`config.mk`:
```
export PLATFORM = sky130hd
export DESIGN_NAME = bca_scale
export DESIGN_NICKNAME = d
export VERILOG_FILES = /design/src/hw/rtl/bca_pkg.sv /design/src/hw/rtl/bca_dly.sv /design/src/hw/rtl/bca_mul.sv /design/src/hw/rtl/bca_scale.sv
export SDC_FILE = /design/constraint.sdc
export NUM_CORES = 2
export LEC_CHECK = 0
export ABC_CLOCK_PERIOD_IN_PS = 8410
export BUFFER_PORTS_ARGS = -buffer_cell sky130_fd_sc_hd__buf_2
export CORE_MARGIN = 3
export CORE_UTILIZATION = 55
export CTS_BUF_LIST = sky130_fd_sc_hd__clkbuf_2 sky130_fd_sc_hd__clkbuf_4 sky130_fd_sc_hd__clkbuf_8
export CTS_CLUSTER_SIZE = 30
export DETAILED_ROUTE_END_ITERATION = 10
export PLACE_DENSITY = 0.71
export RECOVER_POWER = 50
export SYNTH_ARGS = -nofsm -noshare
export SYNTH_HDL_FRONTEND = slang
export SYNTH_HIERARCHICAL = 1
export SYNTH_SLANG_ARGS = --single-unit
```
`constraint.sdc`:
```
create_clock -name clk -period 8.41 [get_ports clk]
set_input_delay 0.841 -clock clk [delete_from_list [all_inputs] [get_ports clk]]
set_output_delay 0.841 -clock clk [all_outputs]
set_load 0.01 [all_outputs]
```
`src/hw/rtl/bca_pkg.sv`:
```
// Shared types, constants and fixed-point helpers for the barometer compensation block.
package bca_pkg;

	localparam int FRAC_BITS_DEF = 23;

	// Intermediate word: holds +-2^61 after saturation
	localparam int IW = 63;
	typedef logic signed [IW-1:0] word_t;

	localparam word_t LIM = {2'b01, 61'd0};

	// Configuration register indexes
	localparam int CFG_IDX_W = 3;
	localparam int CFG_DATA_W = 64;
	typedef enum logic [CFG_IDX_W-1:0] {
		REG_CALIB_LOW  = 3'd0,
		REG_CALIB_MID  = 3'd1,
		REG_CALIB_HIGH = 3'd2,
		REG_P_OSR      = 3'd3,
		REG_T_OSR      = 3'd4,
		REG_ALT_OFFSET = 3'd5
	} reg_idx_t;

	localparam logic [2:0] P_OSR_RST = 3'd4;
	localparam logic [2:0] T_OSR_RST = 3'd3;
	localparam logic signed [20:0] ALT_OFFSET_RST = 21'sd16300;

	// Half of each oversampling scale factor, for rounding
	localparam logic [21:0] KHALF [8] = '{
		22'd262144, 22'd786432, 22'd1835008, 22'd3932160,
		22'd126976, 22'd258048, 22'd520192, 22'd1044480
	};
	// Scale factor = (2^m - 1) * 2^e; e is 19 for the low four codes, 13 above
	localparam int SCALE_EXP_LO = 19;
	localparam int SCALE_EXP_HI = 13;

	// floor(x / 125) = (x * DIV125_RECIP) >> DIV125_SH for x below 2^60
	localparam logic [63:0] DIV125_RECIP = 64'd1180591620717411304;
	localparam int DIV125_SH = 67;
	localparam int DIV1000_HALF = 500;

	localparam int SEA_LEVEL_PA = 101400;
	localparam logic signed [30:0] K082_Q30 = 31'sd880468296;
	localparam int K082_SH = 30;

	function automatic word_t sat_add(word_t a, word_t b);
		logic signed [IW:0] s;
		s = (IW+1)'(a) + (IW+1)'(b);
		if (s > (IW+1)'(LIM))
			return LIM;
		else if (s < -((IW+1)'(LIM)))
			return -LIM;
		else
			return word_t'(s);
	endfunction

	// Shift right by s, rounding to nearest with ties away from zero
	function automatic word_t rnd_shift(word_t x, int s);
		word_t bias;
		bias = word_t'(64'd1 << (s - 1)) - word_t'(x[IW-1]);
		return (x + bias) >>> s;
	endfunction

	function automatic logic signed [31:0] sat32(word_t x);
		if (x > word_t'(64'sd2147483647))
			return 32'sh7FFFFFFF;
		else if (x < word_t'(-64'sd2147483648))
			return 32'sh80000000;
		else
			return x[31:0];
	endfunction

	function automatic logic signed [23:0] sat24(word_t x);
		if (x > word_t'(64'sd8388607))
			return 24'sh7FFFFF;
		else if (x < word_t'(-64'sd8388608))
			return 24'sh800000;
		else
			return x[23:0];
	endfunction

endpackage

```
`src/hw/rtl/bca_dly.sv`:
```
// Enabled shift-register delay line for pipeline payload.
module bca_dly #(
	parameter int W = 1,
	parameter int N = 1
) (
	input  logic         clk,
	input  logic         en,
	input  logic [W-1:0] d,
	output logic [W-1:0] q
);

	logic [W-1:0] tap_q [N];

	always_ff @(posedge clk) begin
		if (en) begin
			tap_q[0] <= d;
			for (int i = 1; i < N; i++)
				tap_q[i] <= tap_q[i-1];
		end
	end

	assign q = tap_q[N-1];

endmodule

```
`src/hw/rtl/bca_mul.sv`:
```
// Two-stage signed multiplier: four registered partial products, then a registered sum.
module bca_mul #(
	parameter int WA = 32,
	parameter int WB = 32
) (
	input  logic                    clk,
	input  logic                    en,
	input  logic signed [WA-1:0]    a,
	input  logic signed [WB-1:0]    b,
	output logic signed [WA+WB-1:0] prod
);

	localparam int LA = WA / 2;
	localparam int LB = WB / 2;
	localparam int HA = WA - LA;
	localparam int HB = WB - LB;
	localparam int WP = WA + WB;

	logic signed [HA-1:0] ah;
	logic signed [HB-1:0] bh;
	logic [LA-1:0] al;
	logic [LB-1:0] bl;

	logic signed [HA+HB-1:0] hh;
	logic signed [HA+LB:0]   hl;
	logic signed [LA+HB:0]   lh;
	logic [LA+LB-1:0]        ll;

	logic signed [HA+HB-1:0] hh_s1;
	logic signed [HA+LB:0]   hl_s1;
	logic signed [LA+HB:0]   lh_s1;
	logic [LA+LB-1:0]        ll_s1;
	logic signed [WP-1:0]    sum;
	logic signed [WP-1:0]    prod_s2;

	assign ah = a[WA-1:LA];
	assign al = a[LA-1:0];
	assign bh = b[WB-1:LB];
	assign bl = b[LB-1:0];

	assign hh = ah * bh;
	assign hl = ah * $signed({1'b0, bl});
	assign lh = $signed({1'b0, al}) * bh;
	assign ll = al * bl;

	assign sum = (WP'(hh_s1) <<< (LA + LB)) + (WP'(hl_s1) <<< LA)
		+ (WP'(lh_s1) <<< LB) + $signed(WP'(ll_s1));

	always_ff @(posedge clk) begin
		if (en) begin
			hh_s1   <= hh;
			hl_s1   <= hl;
			lh_s1   <= lh;
			ll_s1   <= ll;
			prod_s2 <= sum;
		end
	end

	assign prod = prod_s2;

endmodule

```
`src/hw/rtl/bca_scale.sv`:
```
// Four-stage raw sample scaling: divide by the oversampling factor with rounding, saturate.
module bca_scale #(
	parameter int FRAC_BITS = bca_pkg::FRAC_BITS_DEF
) (
	input  logic                      clk,
	input  logic                      en,
	input  logic signed [23:0]        raw,
	input  logic [2:0]                code,
	output logic signed [FRAC_BITS+5:0] sc
);

	localparam int SW  = FRAC_BITS + 6;
	localparam int NW  = FRAC_BITS + 25;
	localparam int WX  = FRAC_BITS + 12;
	localparam int SHQ = WX + 8;
	localparam int RW  = SHQ + 1;

	// ceil(2^SHQ / (2^m - 1)) per code
	localparam logic [63:0] RECIP [8] = '{
		(64'd1 << SHQ),
		((64'd1 << SHQ) + 64'd2) / 64'd3,
		((64'd1 << SHQ) + 64'd6) / 64'd7,
		((64'd1 << SHQ) + 64'd14) / 64'd15,
		((64'd1 << SHQ) + 64'd30) / 64'd31,
		((64'd1 << SHQ) + 64'd62) / 64'd63,
		((64'd1 << SHQ) + 64'd126) / 64'd127,
		((64'd1 << SHQ) + 64'd254) / 64'd255
	};
	localparam logic [WX-1:0] TOPX = WX'(1) << (FRAC_BITS + 5);

	logic [23:0]          mag;
	logic [NW-1:0]        num;
	logic [NW-1:0]        nsh;
	logic [WX-1:0]        x_s1;
	logic [RW-1:0]        r_s1;
	logic                 neg_s1;
	logic                 neg_d3;
	logic signed [WX+RW+1:0] prod;
	logic [WX-1:0]        q;
	logic [WX-1:0]        qs;
	logic signed [SW-1:0] sc_s4;

	assign mag = raw[23] ? 24'(-raw) : 24'(raw);
	assign num = (NW'(mag) << FRAC_BITS) + NW'(bca_pkg::KHALF[code]);
	assign nsh = code[2] ? (num >> bca_pkg::SCALE_EXP_HI) : (num >> bca_pkg::SCALE_EXP_LO);

	always_ff @(posedge clk) begin
		if (en) begin
			x_s1   <= nsh[WX-1:0];
			r_s1   <= RECIP[code][RW-1:0];
			neg_s1 <= raw[23];
		end
	end

	bca_mul #(.WA(WX + 1), .WB(RW + 1)) u_mul (
		.clk  (clk),
		.en   (en),
		.a    ($signed({1'b0, x_s1})),
		.b    ($signed({1'b0, r_s1})),
		.prod (prod)
	);

	bca_dly #(.W(1), .N(2)) u_neg_dly (
		.clk (clk),
		.en  (en),
		.d   (neg_s1),
		.q   (neg_d3)
	);

	assign q = prod[SHQ+WX-1:SHQ];

	// Negative side may reach -2^(F+5); positive side stops one below
	always_comb begin
		if (neg_d3)
			qs = (q > TOPX) ? TOPX : q;
		else
			qs = (q > TOPX - WX'(1)) ? TOPX - WX'(1) : q;
	end

	always_ff @(posedge clk) begin
		if (en)
			sc_s4 <= neg_d3 ? -$signed(qs[SW-1:0]) : $signed(qs[SW-1:0]);
	end

	assign sc = sc_s4;

endmodule

```
==> results.md <==
- Total negative slack: 0 ns
- CP dominant cell by count: fa_1
- CP Class: register to register
- Reg clk slew, reported paths: 0.06 ns
- Cells after synthesis: 7456
- RSZ-0062 raised after global routing: false
- FMAX: 0.125 GHz
- Commonest cells after routing, fill and taps aside: inv_1 (1815), fa_1 (1505), nand2_1 (1072)
- Pin count of the biggest net entering global routing: 174
- Final Net Count: 9386
- WP data arrival: 8.38 ns
- Io pins: 58
- Max Root-Sink Buffers: 3
- Global-route wire length before repair: 289000 um
- CP max FO: 23
- Routed length per instance: 19.6 um
- Initial Util: 55.7%
- Count of final hold-check violations: 0
- Routability Congestion: 0.944
- Clk_skew: 0.0716 ns
- Tightest Pin Transition: 5.44 ns
- Min cycle time layout: 7.98 ns
- Vias post-DR: 49200
- Crit. End Element: register
- Htree depth: 2
- Slew Limit Headroom: -262%
- DR iter-0 viols: 3561
- Crit path launch type: register
- Hold-fix buffer count after cts: 0
- Final wirelength: 177000 um
- Sink Count: 265
- Failing checks: capacitance limit, slew limit
- Avg Vias per Cell: 5.47
- Full die area: 0.130 sq mm
- Detail Placement HPWL: 142000 um
- Drt drc: 0
- Endpoints failing setup: 0
- WP data required: 8.81 ns
- Synthesis-to-finish area growth: 4.24%
- Max Slew Vio Count: 297
- TritonCTS Buffers: 49
- Post-synthesis cell area: 0.0693 sq mm
- Slowest-stage cell, CP: edfxtp_1
- Grt total ovfl: 0
- Core area: 0.124 sq mm
- Vias in the first global route: 53500
- Clock latency on the worst-skew pair: 0.70 ns
- Avg Cell Area, Syn: 9.29 sq um
- Commonest non-fill, non-tap cell in the layout: inv_1
- DRT Pass-1 Iters: 5
- Postcts setup bufs: 0
- Share of layout cells above drive strength 1: 3.64%
- CTS tree: yes
- Root Buffer: clkbuf_8
- Port bufs: 57
- Site Rows: 129
- Final period util: 94.8%
- Yosys warns: 6
- Worst path max stage delay: 1.28 ns
- Die X: 361 um
- Initial antenna violation count: 13
- Gr usage total: 28.2%
- Crit path cell chain: nand2_1, fa_1, fa_1, inv_1, fa_1, fa_1, fa_1, inv_1, fa_1, inv_1, ha_1, a21o_1, a21o_1, a2111oi_0, o211ai_1, a31oi_1, o2111ai_1, nor2_1, o31a_1, xnor2_1
- Status: finished, violations left
- Post-CTS sizing: 0
- Max-cap violation count: 3
- Die height: 361 um
- Hold crit path type: register to register
- Post-route ant nets: 0
-- metrics by stage --
step	hold WS, ns	cells	setup slack, ns	utilization, %	instance area, sq um
after floorplan	0.400	7487	1.76	-	69400
after global placement	0.404	8904	0.508	57.3	71300
after detailed placement	0.418	8904	0.452	57.3	71300
after CTS	0.433	8992	0.404	58.1	72300
after global routing	0.432	8995	0.0264	58.0	72200
final	0.430	8996	0.433	58.0	72200
-- worst max-delay path, delay by kind of cell, from the launching register on --
| kind | cells | cell delay (ns) |
|---|---|---|
| flip-flops | 1 | 1.28 |
| AO/OA/AOI/OAI | 7 | 2.33 |
| buffers and inverters | 3 | 0.14 |
| XOR/XNOR | 1 | 0.08 |
| adder cells (fa/ha/maj) | 7 | 3.46 |
| AND/OR/NAND/NOR | 2 | 0.41 |
-- flip-flops by register name, summed over array words and instances (netlist names) --
signal,cells
u_mul/lh_s1,42
u_mul/hl_s1,41
u_mul/hh_s1,38
u_mul/prod,35
x_s1,34
sc,29
u_mul/ll_s1,22
r_s1,21
u_neg_dly/tap_q,2
neg_s1,1
-- layout make-up --
| class | instances | area (sq um) |
|---|---|---|
| multi-input combinational | 5013 | 53100 |
| fill | 10700 | 52200 |
| sequential | 265 | 7960 |
| inverter | 1816 | 6820 |
| tap | 1637 | 2050 |
| timing repair buffer | 173 | 1230 |
| clock buffer | 55 | 719 |
| clock inverter | 33 | 309 |
| antenna | 4 | 10.0 |
-- per-layer routing --
metal	global-route usage [%]	up-vias	wire (um)
li1	-	21800	-
met1	39.2	25000	73800
met2	44.6	1996	79700
met3	6.63	324	17700
met4	7.93	6	5350
met5	0	-	37
-- path summary, 6_finish.rpt --
kind | startpoint | endpoint | slack (ns) | depth (start not counted)
max | r_s1[35] | u_mul/hl_s1[38] | 0.43 | 20
min | u_neg_dly/tap_q[0][0] | u_neg_dly/tap_q[0][1] | 0.43 | 0
max reg2reg | r_s1[35] | u_mul/hl_s1[38] | 0.43 | 20
min reg2reg | u_neg_dly/tap_q[0][0] | u_neg_dly/tap_q[0][1] | 0.43 | 0
Power is left out: the tool's default activity adds up to more than one toggle a clock period on the data nets, which glitch-free logic cannot reach.
